$ cat config.mk
export PLATFORM = sky130hd
export DESIGN_NAME = weighted_random_selector_core
export DESIGN_NICKNAME = d
export VERILOG_FILES = /design/src/hw/rtl/wrs_pkg.sv /design/src/hw/rtl/weighted_random_selector_core.sv
export SDC_FILE = /design/constraint.sdc
export NUM_CORES = 2
export LEC_CHECK = 0
export ABC_AREA = 1
export BUFFER_PORTS_ARGS = -buffer_cell sky130_fd_sc_hd__clkbuf_2
export CORE_ASPECT_RATIO = 1.25
export CORE_MARGIN = 3
export CORE_UTILIZATION = 38
export DETAILED_ROUTE_END_ITERATION = 7
export PLACE_DENSITY_LB_ADDON = 0.1
export SYNTH_ARGS = -nofsm -noshare
export SYNTH_HDL_FRONTEND = slang
export SYNTH_SLANG_ARGS = --single-unit
$ cat constraint.sdc
create_clock -name clock -period 5.8 [get_ports clock]
set_input_delay 0.58 -clock clock [delete_from_list [all_inputs] [get_ports clock]]
set_output_delay 0.58 -clock clock [all_outputs]
set_load 0.01 [all_outputs]
$ cat src/hw/rtl/wrs_pkg.sv
// Shared sizes and operation/status codes for the weighted random selector.
// No dependencies; used by weighted_random_selector_core.
package wrs_pkg;

   localparam int ENTRIES         = 64;
   localparam int WEIGHT_BITS     = 16;
   localparam int IDX_BITS        = $clog2(ENTRIES);
   localparam int COUNT_BITS      = $clog2(ENTRIES + 1);
   localparam int TOTAL_BITS      = WEIGHT_BITS + IDX_BITS;
   localparam int FRAC_BITS       = 16;
   localparam int REQ_WEIGHT_BITS = 16;
   localparam int MODE_BITS       = 2;
   localparam int OUT_IDX_BITS    = 6;
   localparam int STATUS_BITS     = 2;

   localparam logic [MODE_BITS-1:0] MODE_ADD    = 2'd0;
   localparam logic [MODE_BITS-1:0] MODE_CLEAR  = 2'd1;
   localparam logic [MODE_BITS-1:0] MODE_SELECT = 2'd2;

   localparam logic [STATUS_BITS-1:0] STATUS_OK    = 2'd0;
   localparam logic [STATUS_BITS-1:0] STATUS_ZERO  = 2'd1;
   localparam logic [STATUS_BITS-1:0] STATUS_FULL  = 2'd2;
   localparam logic [STATUS_BITS-1:0] STATUS_EMPTY = 2'd3;

endpackage

$ cat src/hw/rtl/weighted_random_selector_core.sv
// Weighted random selector: add/clear/select over a table of entry weights.
// Add, clear, errors and the unused mode answer from idle: result valid the cycle after accept.
// Select: a scale step multiplies the fraction by the total (one multiplier), then one stored weight
//   per cycle through a single subtract/compare unit and one memory read port, then a done state
//   that issues the result once the output slot is free; one item in flight at a time.
// Synchronous active-high reset clears count, total and handshake state; the weight memory is
//   not cleared, only entries below the fill count are used. Depends on wrs_pkg.
module weighted_random_selector_core (
   input  logic                                clock,
   input  logic                                reset,
   input  logic                                req_valid,
   output logic                                req_ready,
   input  logic [wrs_pkg::MODE_BITS-1:0]       req_mode,
   input  logic [wrs_pkg::REQ_WEIGHT_BITS-1:0] req_weight,
   input  logic [wrs_pkg::FRAC_BITS-1:0]       req_random_fraction,
   output logic                                rsp_valid,
   input  logic                                rsp_ready,
   output logic [wrs_pkg::OUT_IDX_BITS-1:0]    rsp_entry_index,
   output logic [wrs_pkg::STATUS_BITS-1:0]     rsp_status
);

   typedef enum logic [1:0] {
      ST_IDLE,
      ST_SCALE,
      ST_WALK,
      ST_DONE
   } state_type;

   localparam int PROD_BITS = wrs_pkg::FRAC_BITS + wrs_pkg::TOTAL_BITS;

   state_type                            state_ff, state_in;
   logic [wrs_pkg::COUNT_BITS-1:0]       count_ff, count_in;
   logic [wrs_pkg::TOTAL_BITS-1:0]       total_ff, total_in;
   logic [wrs_pkg::FRAC_BITS-1:0]        frac_ff, frac_in;
   logic [wrs_pkg::TOTAL_BITS-1:0]       rem_ff, rem_in;
   logic [wrs_pkg::IDX_BITS-1:0]         idx_ff, idx_in;
   logic [wrs_pkg::IDX_BITS-1:0]         pick_ff, pick_in;
   logic                                 rsp_valid_ff, rsp_valid_in;
   logic [wrs_pkg::OUT_IDX_BITS-1:0]     rsp_index_ff, rsp_index_in;
   logic [wrs_pkg::STATUS_BITS-1:0]      rsp_status_ff, rsp_status_in;

   logic [wrs_pkg::WEIGHT_BITS-1:0]      weight_mem [wrs_pkg::ENTRIES];
   logic [wrs_pkg::WEIGHT_BITS-1:0]      rd_data_ff;
   logic [wrs_pkg::IDX_BITS-1:0]         rd_addr;
   logic                                 wr_en;

   logic                                 out_free;
   logic                                 accept;
   logic [wrs_pkg::WEIGHT_BITS-1:0]      weight_masked;
   logic [PROD_BITS-1:0]                 product;
   logic [wrs_pkg::TOTAL_BITS-1:0]       weight_ext;
   logic                                 idx_last;
   logic                                 table_full;

   assign out_free      = !rsp_valid_ff || rsp_ready;
   assign req_ready     = (state_ff == ST_IDLE) && out_free;
   assign accept        = req_valid && req_ready;
   assign weight_masked = wrs_pkg::WEIGHT_BITS'(req_weight);
   assign product       = PROD_BITS'(frac_ff) * PROD_BITS'(total_ff);
   assign weight_ext    = wrs_pkg::TOTAL_BITS'(rd_data_ff);
   assign idx_last      = (wrs_pkg::COUNT_BITS'(idx_ff) + wrs_pkg::COUNT_BITS'(1)) == count_ff;
   assign table_full    = count_ff == wrs_pkg::COUNT_BITS'(wrs_pkg::ENTRIES);

   assign rsp_valid       = rsp_valid_ff;
   assign rsp_entry_index = rsp_index_ff;
   assign rsp_status      = rsp_status_ff;

   always_comb begin
      state_in      = state_ff;
      count_in      = count_ff;
      total_in      = total_ff;
      frac_in       = frac_ff;
      rem_in        = rem_ff;
      idx_in        = idx_ff;
      pick_in       = pick_ff;
      rsp_valid_in  = rsp_valid_ff && !rsp_ready;
      rsp_index_in  = rsp_index_ff;
      rsp_status_in = rsp_status_ff;
      wr_en         = 1'b0;
      rd_addr       = idx_ff;

      case (state_ff)
         ST_IDLE: begin
            if (accept) begin
               rsp_valid_in  = 1'b1;
               rsp_index_in  = '0;
               rsp_status_in = wrs_pkg::STATUS_OK;
               case (req_mode)
                  wrs_pkg::MODE_ADD: begin
                     if (weight_masked == '0) begin
                        rsp_status_in = wrs_pkg::STATUS_ZERO;
                     end else if (table_full) begin
                        rsp_status_in = wrs_pkg::STATUS_FULL;
                     end else begin
                        wr_en        = 1'b1;
                        rsp_index_in = wrs_pkg::OUT_IDX_BITS'(count_ff[wrs_pkg::IDX_BITS-1:0]);
                        count_in     = count_ff + wrs_pkg::COUNT_BITS'(1);
                        total_in     = total_ff + wrs_pkg::TOTAL_BITS'(weight_masked);
                     end
                  end
                  wrs_pkg::MODE_CLEAR: begin
                     count_in = '0;
                     total_in = '0;
                  end
                  wrs_pkg::MODE_SELECT: begin
                     if (count_ff == '0) begin
                        rsp_status_in = wrs_pkg::STATUS_EMPTY;
                     end else begin
                        // hold the result slot until the walk finishes
                        rsp_valid_in = rsp_valid_ff && !rsp_ready;
                        frac_in      = req_random_fraction;
                        state_in     = ST_SCALE;
                     end
                  end
                  default: begin
                  end
               endcase
            end
         end
         ST_SCALE: begin
            // target in whole weight units; the fraction bits never change the compares
            rem_in   = product[PROD_BITS-1:wrs_pkg::FRAC_BITS];
            idx_in   = '0;
            rd_addr  = '0;
            state_in = ST_WALK;
         end
         ST_WALK: begin
            rd_addr = idx_ff + wrs_pkg::IDX_BITS'(1);
            if (rem_ff < weight_ext) begin
               pick_in  = idx_ff;
               state_in = ST_DONE;
            end else begin
               rem_in = rem_ff - weight_ext;
               if (idx_last) begin
                  pick_in  = '0;
                  state_in = ST_DONE;
               end else begin
                  idx_in = idx_ff + wrs_pkg::IDX_BITS'(1);
               end
            end
         end
         ST_DONE: begin
            if (out_free) begin
               rsp_valid_in  = 1'b1;
               rsp_index_in  = wrs_pkg::OUT_IDX_BITS'(pick_ff);
               rsp_status_in = wrs_pkg::STATUS_OK;
               state_in      = ST_IDLE;
            end
         end
         default: begin
            state_in = ST_IDLE;
         end
      endcase
   end

   always_ff @(posedge clock) begin
      if (reset) begin
         state_ff     <= ST_IDLE;
         count_ff     <= '0;
         total_ff     <= '0;
         rsp_valid_ff <= 1'b0;
      end else begin
         state_ff     <= state_in;
         count_ff     <= count_in;
         total_ff     <= total_in;
         rsp_valid_ff <= rsp_valid_in;
      end
      frac_ff       <= frac_in;
      rem_ff        <= rem_in;
      idx_ff        <= idx_in;
      pick_ff       <= pick_in;
      rsp_index_ff  <= rsp_index_in;
      rsp_status_ff <= rsp_status_in;
   end

   always_ff @(posedge clock) begin
      if (wr_en) begin
         weight_mem[count_ff[wrs_pkg::IDX_BITS-1:0]] <= weight_masked;
      end
      rd_data_ff <= weight_mem[rd_addr];
   end

   a_count_bound: assert property (@(posedge clock) disable iff (reset)
      count_ff <= wrs_pkg::COUNT_BITS'(wrs_pkg::ENTRIES))
      else $error("entry count above table size");

   a_total_tracks_count: assert property (@(posedge clock) disable iff (reset)
      (count_ff == '0) == (total_ff == '0))
      else $error("total weight out of step with entry count");

   a_walk_in_range: assert property (@(posedge clock) disable iff (reset)
      (state_ff == ST_WALK) |-> (wrs_pkg::COUNT_BITS'(idx_ff) < count_ff))
      else $error("walk index past last entry");

   a_error_index_zero: assert property (@(posedge clock) disable iff (reset)
      (rsp_valid_ff && rsp_status_ff != wrs_pkg::STATUS_OK) |-> (rsp_index_ff == '0))
      else $error("nonzero index with error status");

endmodule

======== Word level (Yosys, flattened, before mapping) ========
Memories as Yosys holds them, arrays and structs flattened. A register that Yosys moved wholly into a read port is not among the register bits.
Cells that the tools add are included.
Widths: inputs -> output; s select.
storage, ports and cells
  input bits .............................. 38
  register bits ........................... 90
  logic and storage cells ................. 101
  output and inout bits ................... 10
  bits in writable memories ............... 1024
  memories ................................ 1
operators by class
  reduce and logical (&&, ||, !) cells .... 21
  multiply operators ...................... 1
  order comparisons ....................... 1
  multiplexer cells ....................... 45
  bitwise operators ....................... 1
  equality and inequality tests ........... 16
  add/sub/neg operators ................... 5
memories
  memory      words  width  rd ports  clocked after Yosys merged registers in  wr ports  RTL line                             text
  weight_mem  64     16     1         1                                        1         weighted_random_selector_core.sv:42  logic [wrs_pkg::WEIGHT_BITS-1:0] weight_mem [wrs_pkg::ENTRIES];
operators by type and width
  operator             number
  $pmux 22 s2          2
  $mux 22              3
  $mux 6               9
  $mul 16x22->38       1
  $pmux 6 s2           3
  $add 22x16->22       1
  $lt 22x16->1         1
  $sub 22x16->22       1
  $mux 2               10
  $logic_not 16->1     1
  $mux 7               2
  $ne 2x2->1 const B   7
  $pmux 7 s2           1
  $mux 1               11
  $reduce_and 5->1     2
  $pmux 2 s2           2
  $pmux 2 s4           1
  $reduce_bool 2->1    4
  $add 6x1->7 const B  1
  $add 7x1->7 const B  1
  $eq 7x7->1           1
  $eq 7x7->1 const B   1
  $logic_not 7->1      1
  $add 6x1->6 const B  1
  other kinds (13)     22

======== Logic depth before layout (Yosys ltp) ========
  depth after elaboration ................. 8
  depth in mapped cells ................... 27

======== Least setup slack after synthesis ========
No wires, ideal clock.
  kind .................................... register to register
  start point ............................. register total_ff[13] in the netlist's numbering
  end point ............................... register rem_ff[11] in the netlist's numbering, data pin
  data required time ...................... 5.546 ns
  setup time .............................. 0.254 ns
  cell stages (with the launch flop) ...... 25
  data arrival time ....................... 5.281 ns
  clock period less this slack ............ 5.534 ns
  buffers on the path ..................... 2
  setup slack ............................. 0.266 ns
  path through ............................ dfxtp_1 > clkbuf_1 > clkbuf_1 > nand2_1 > fa_1 > inv_1 > fa_1 > inv_1 > fa_1 > inv_1 > fa_1 > inv_1 > fa_1 > inv_1 > fa_1 > ha_1 > a21oi_1 > a21boi_0 > nor2_1 > nor2_1 > nand2_1 > nand2_1 > nand3_1 > nand3_1 > nand2_1
between the ends
  word-level cells in the longest chain between the ends .. 2
RTL lines
  element                 RTL line                              text
  start, declared         weighted_random_selector_core.sv:33   logic [wrs_pkg::TOTAL_BITS-1:0] total_ff, total_in;
  start signal, assigned  weighted_random_selector_core.sv:165  total_ff <= total_in;
  $mul 16x22->38          weighted_random_selector_core.sv:59   assign product = PROD_BITS'(frac_ff) * PROD_BITS'(total_ff);
  $pmux 22 s2             weighted_random_selector_core.sv:82   case (state_ff)
  via rem_in, one bit     weighted_random_selector_core.sv:35   logic [wrs_pkg::TOTAL_BITS-1:0] rem_ff, rem_in;
  end signal, assigned    weighted_random_selector_core.sv:169  rem_ff <= rem_in;
  end, declared           weighted_random_selector_core.sv:35
The timed path passes the listed nets, and every way through them passes these cells.
A chain may end at the register's enable or synchronous reset.

======== Worst setup path in the final report ========
  start point ............................. register frac_ff[4] in the netlist's numbering
  end point ............................... register rem_ff[17] in the netlist's numbering, data pin
between the ends
  word-level cells in the longest chain between the ends .. 2
RTL lines
  element                 RTL line                              text
  start, declared         weighted_random_selector_core.sv:34   logic [wrs_pkg::FRAC_BITS-1:0] frac_ff, frac_in;
  start signal, assigned  weighted_random_selector_core.sv:168  frac_ff <= frac_in;
  $mul 16x22->38          weighted_random_selector_core.sv:59
  $pmux 22 s2             weighted_random_selector_core.sv:82
  via rem_in, one bit     weighted_random_selector_core.sv:35
The timed path passes the listed nets, and every way through them passes these cells.

==> metrics.md <==
| Metric | Value |
|---|---|
| Htree depth | `3` |
| Place WS | `-0.176 ns` |
| Slowest-stage cell, CP | `fa_1` |
| Max Clk Rate | `178 MHz` |
| Top cell by count, worst path | `fa_1` |
| Global-route wire length before repair | `around 290 mm` |
| Hold Path Class | `in -> reg` |
| Gr busiest metal | `met2` |
| Final setup fails | `0` |
| CTS Buf Count | `around 120` |
| GR Layer Usage met2 | `42.1%` |
| Nets | `about 6600` |
| Synth Instances | `roughly 6000` |
| YS warnings | `0` |
| Congestion Overflow GR | `0` |
| Post-synth cell types | `41` |
| HPWL after detailed placement | `131 mm` |
| Cell family with most CP delay | `adder cells` |
| Fin crit period | `5.63 ns` |
| Layout area overhead | `14.3%` |
| Slew Limit Fails | `0` |
| Power Dens Cells | `435 nW/um2` |
| Number of global-route vias before repair | `roughly 42000` |
| Compound-Gate Fraction of Synth Area | `just over 7%` |
| Antenna Violating Nets Remaining | `0` |
| Initial Utilization | `about two fifths` |
| Mux cell area share after synthesis | `0%` |
| Post-synthesis sequential area ratio | `between 50 and 60%` |
| CP peak stage delay | `between 0.5 and 0.6 ns` |
| Max_cap viols | `0` |
| Relative slew margins | `a little under a fifth` |
| Largest net degree at the start of global routing | `between 100 and 150` |
| Placed cells | `between 8000 and 9000` |
| Layout cells sized above 1 | `between 10% and 20%` |
| Global Route met1 Usage | `around 30%` |
| Cell Area, Placed | `about 65000 um2` |
| Critical path class | `reg -> reg` |
| LEAKAGE | `0.0285 uW` |
| Largest area contributor in the netlist | `edfxtp_1` |
| Synth Area in Adders | `around 12%` |
| Flops & latches, synth | `between 1000 and 1500` |
| CTS sink count | `~1100` |
| CP Launch Type | `flip-flop` |
| Routability Congestion | `about 0.9` |
| Post-Syn Nets | `around 6500` |
| Ports | `48` |
| Simple-Gate Fraction of Synth Area | `between 10% and 20%` |
| EDFF count, synth | `roughly 1100` |
| Worst EP required | `roughly 6.3 ns` |
| Largest family of logic cells by synthesized area | `simple AND/OR/NAND/NOR gates` |
| Hold Worst Slack | `0.0837 ns` |
| Die area | `roughly 160000 um2` |
| CTS max path bufs | `3` |
| DR DRC count | `0` |
| Fin cells | `8341` |
| Mapped cell area | `60700 um2` |
| Input/output buffers | `47` |
| RSZ-0062 raised after global routing | `yes` |
| Reg2Reg Setup Slack | `0.17 ns` |
| Vias post-DR | `about 43000` |
| Asr flop ratio synth | `0%` |
| Avg WL per Cell | `about 24 um` |
| Top area cells in the synthesized netlist | `edfxtp_1 53%, fa_1 9.2%, nand2_1 8.2%` |
| DR vias/cell | `roughly 5.2` |
| Kind of end point of the critical path | `flip-flop` |
| Xor and xnor fraction of the mapped netlist area | `less than 1%` |
| GR Util met3 | `2.38%` |
| Initial antenna violation count | `9` |
| Std-Cell Rows | `~160` |
| Slew @ Worst Pin | `~1.2 ns` |
| Skew-Pair Late Insertion Delay | `between 0.7 and 0.8 ns` |
| Post-synth top area share | `53.5%` |
| Worst Path Buf+Inv | `7` |
| GRT Total Usage | `23.8%` |
| Max Fanout on Critical Path | `4` |
| Initial DRC Count | `about 3500` |
| CTS tree | `yes` |
| Maximum VDD drop | `between 0.4 and 0.5 mV` |
| Cell area after layout | `between 60000 and 70000 um2` |
| WP data arrival | `6.15 ns` |
| Clock Root Buffer | `clkbuf_16` |
| Predominant post-synthesis flop cell | `edfxtp_1` |
| Die H | `roughly 450 um` |
| TritonRoute pass-1 iters | `5` |
| Cell Chain, Critical Path | `buf_6 -> buf_4 -> nand2_1 -> fa_1 -> inv_1 -> fa_1 -> fa_1 -> fa_1 -> fa_1 -> inv_1 -> fa_1 -> inv_1 -> ha_1 -> buf_4 -> nand2_2 -> nor2_1 -> buf_4 -> a21oi_2 -> o21a_1 -> nand3b_1 -> nand3_1 -> nand2_1` |
| Mapped Avg Cell Area | `10.1 um2` |
| Hold Violations, Final | `0` |
| Final WL | `just under 200 mm` |
| Period utilization | `~97%` |
| Die W | `364 um` |
| Post-layout worst setup margin | `approximately 0.17 ns` |
| Clk_skew | `slightly above 0.05 ns` |
| Outcome | `finished clean` |
| Clock transition at the registers of the reported paths | `about 0.060 ns` |
| Core area | `158000 um2` |
| Total Neg Setup Slack | `0 ns` |
## what timing repair did
action,CTS,global route
resized for setup,18,123
pin swaps,0,20
buffers inserted,0,5
hold buffers,14,0
setup endpoints to repair,16,22
gates cloned,0,1
hold endpoints to repair,14,0
## worst paths after layout
check	from	endpoint	cells past startpoint
worst max-delay path	frac_ff[4]	rem_ff[17]	22
worst min-delay path	req_random_fraction[6]	frac_ff[6]	1
worst max register to register	frac_ff[4]	rem_ff[17]	22
worst min register to register	state_ff[1]	state_ff[1]	2
## cells in the mapped netlist, drive strengths merged, types with 131 or more instances
library cell,n
edfxtp,1082
nand2,1325
buf,195
o21ai,227
fa,279
inv,1018
clkbuf,131
ha,147
a21oi,235
o211ai,232
nand3,733
nor2,216
## registers in the layout (all words and copies together) (netlist names)
| signal | cells |
|---|---|
| weight_mem | 1024 |
| rem_ff | 22 |
| total_ff | 22 |
| frac_ff | 16 |
| rd_data_ff | 16 |
| count_ff | 7 |
| idx_ff | 6 |
| pick_ff | 6 |
| rsp_entry_index | 6 |
| rsp_status | 2 |
| state_ff | 2 |
| rsp_valid | 1 |
## cell usage in the layout, fill, tap and decap left out, types with 15 or more instances in the layout
cell,Yosys,routed
nor2_1,215,188
buf_4,21,280
clkinv_1,0,32
nor2_2,1,21
clkbuf_2,0,31
ha_4,0,15
clkbuf_16,0,125
clkinv_2,0,20
dfxtp_1,48,42
a21oi_1,235,215
nand2_2,0,18
o21ai_0,207,194
nand2_1,1323,1302
nand3b_1,51,51
a21oi_2,0,18
o211ai_1,232,232
buf_12,0,34
ha_1,147,130
fa_1,279,269
inv_1,1013,1010
edfxtp_1,1082,1082
o21ai_1,17,24
clkbuf_1,131,31
nand3_1,731,727
nor3_1,23,21
## metrics by stage
step / power, uW / util, %
2_1_floorplan: 17700 / -
3_3_place_gp: 22800 / 41.0
3_5_place_dp: 22800 / 41.0
4_1_cts: 30300 / 43.5
5_1_grt: 32000 / 43.9
6_report: 30200 / 43.9
## where the power goes
part           internal [uW]  switching (uW)  total [uW]
Combinational           3780            9550       13300
Clock                   4090            3410        7500
Sequential              9240             147        9390
Total                  17100           13100       30200
## logic make-up after synthesis
group	count (synthesis)
adder cells (fa/ha/maj)	426
XOR/XNOR	13
flip-flops	1130
AO/OA/AOI/OAI	728
buffers and inverters	1344
AND/OR/NAND/NOR	2366
## area by class of cell
cell class / count / area (um2)
multi-input combinational: 3533 / 22500
antenna: 6 / 15.0
inverter: 1018 / 3830
clock inverter: 70 / 581
tap: 2062 / 2580
timing repair buffer: 366 / 3170
fill: 15166 / 88800
clock buffer: 156 / 3230
sequential: 1130 / 33500
## layer usage
metal  vias to the layer above  wire [um]
li1                      20282          -
met1                     21568      81600
met2                      1065      99600
met3                       264       8500
met4                         2       7100
met5                         -         20
Note: power is estimated with default switching activity, not from simulation.
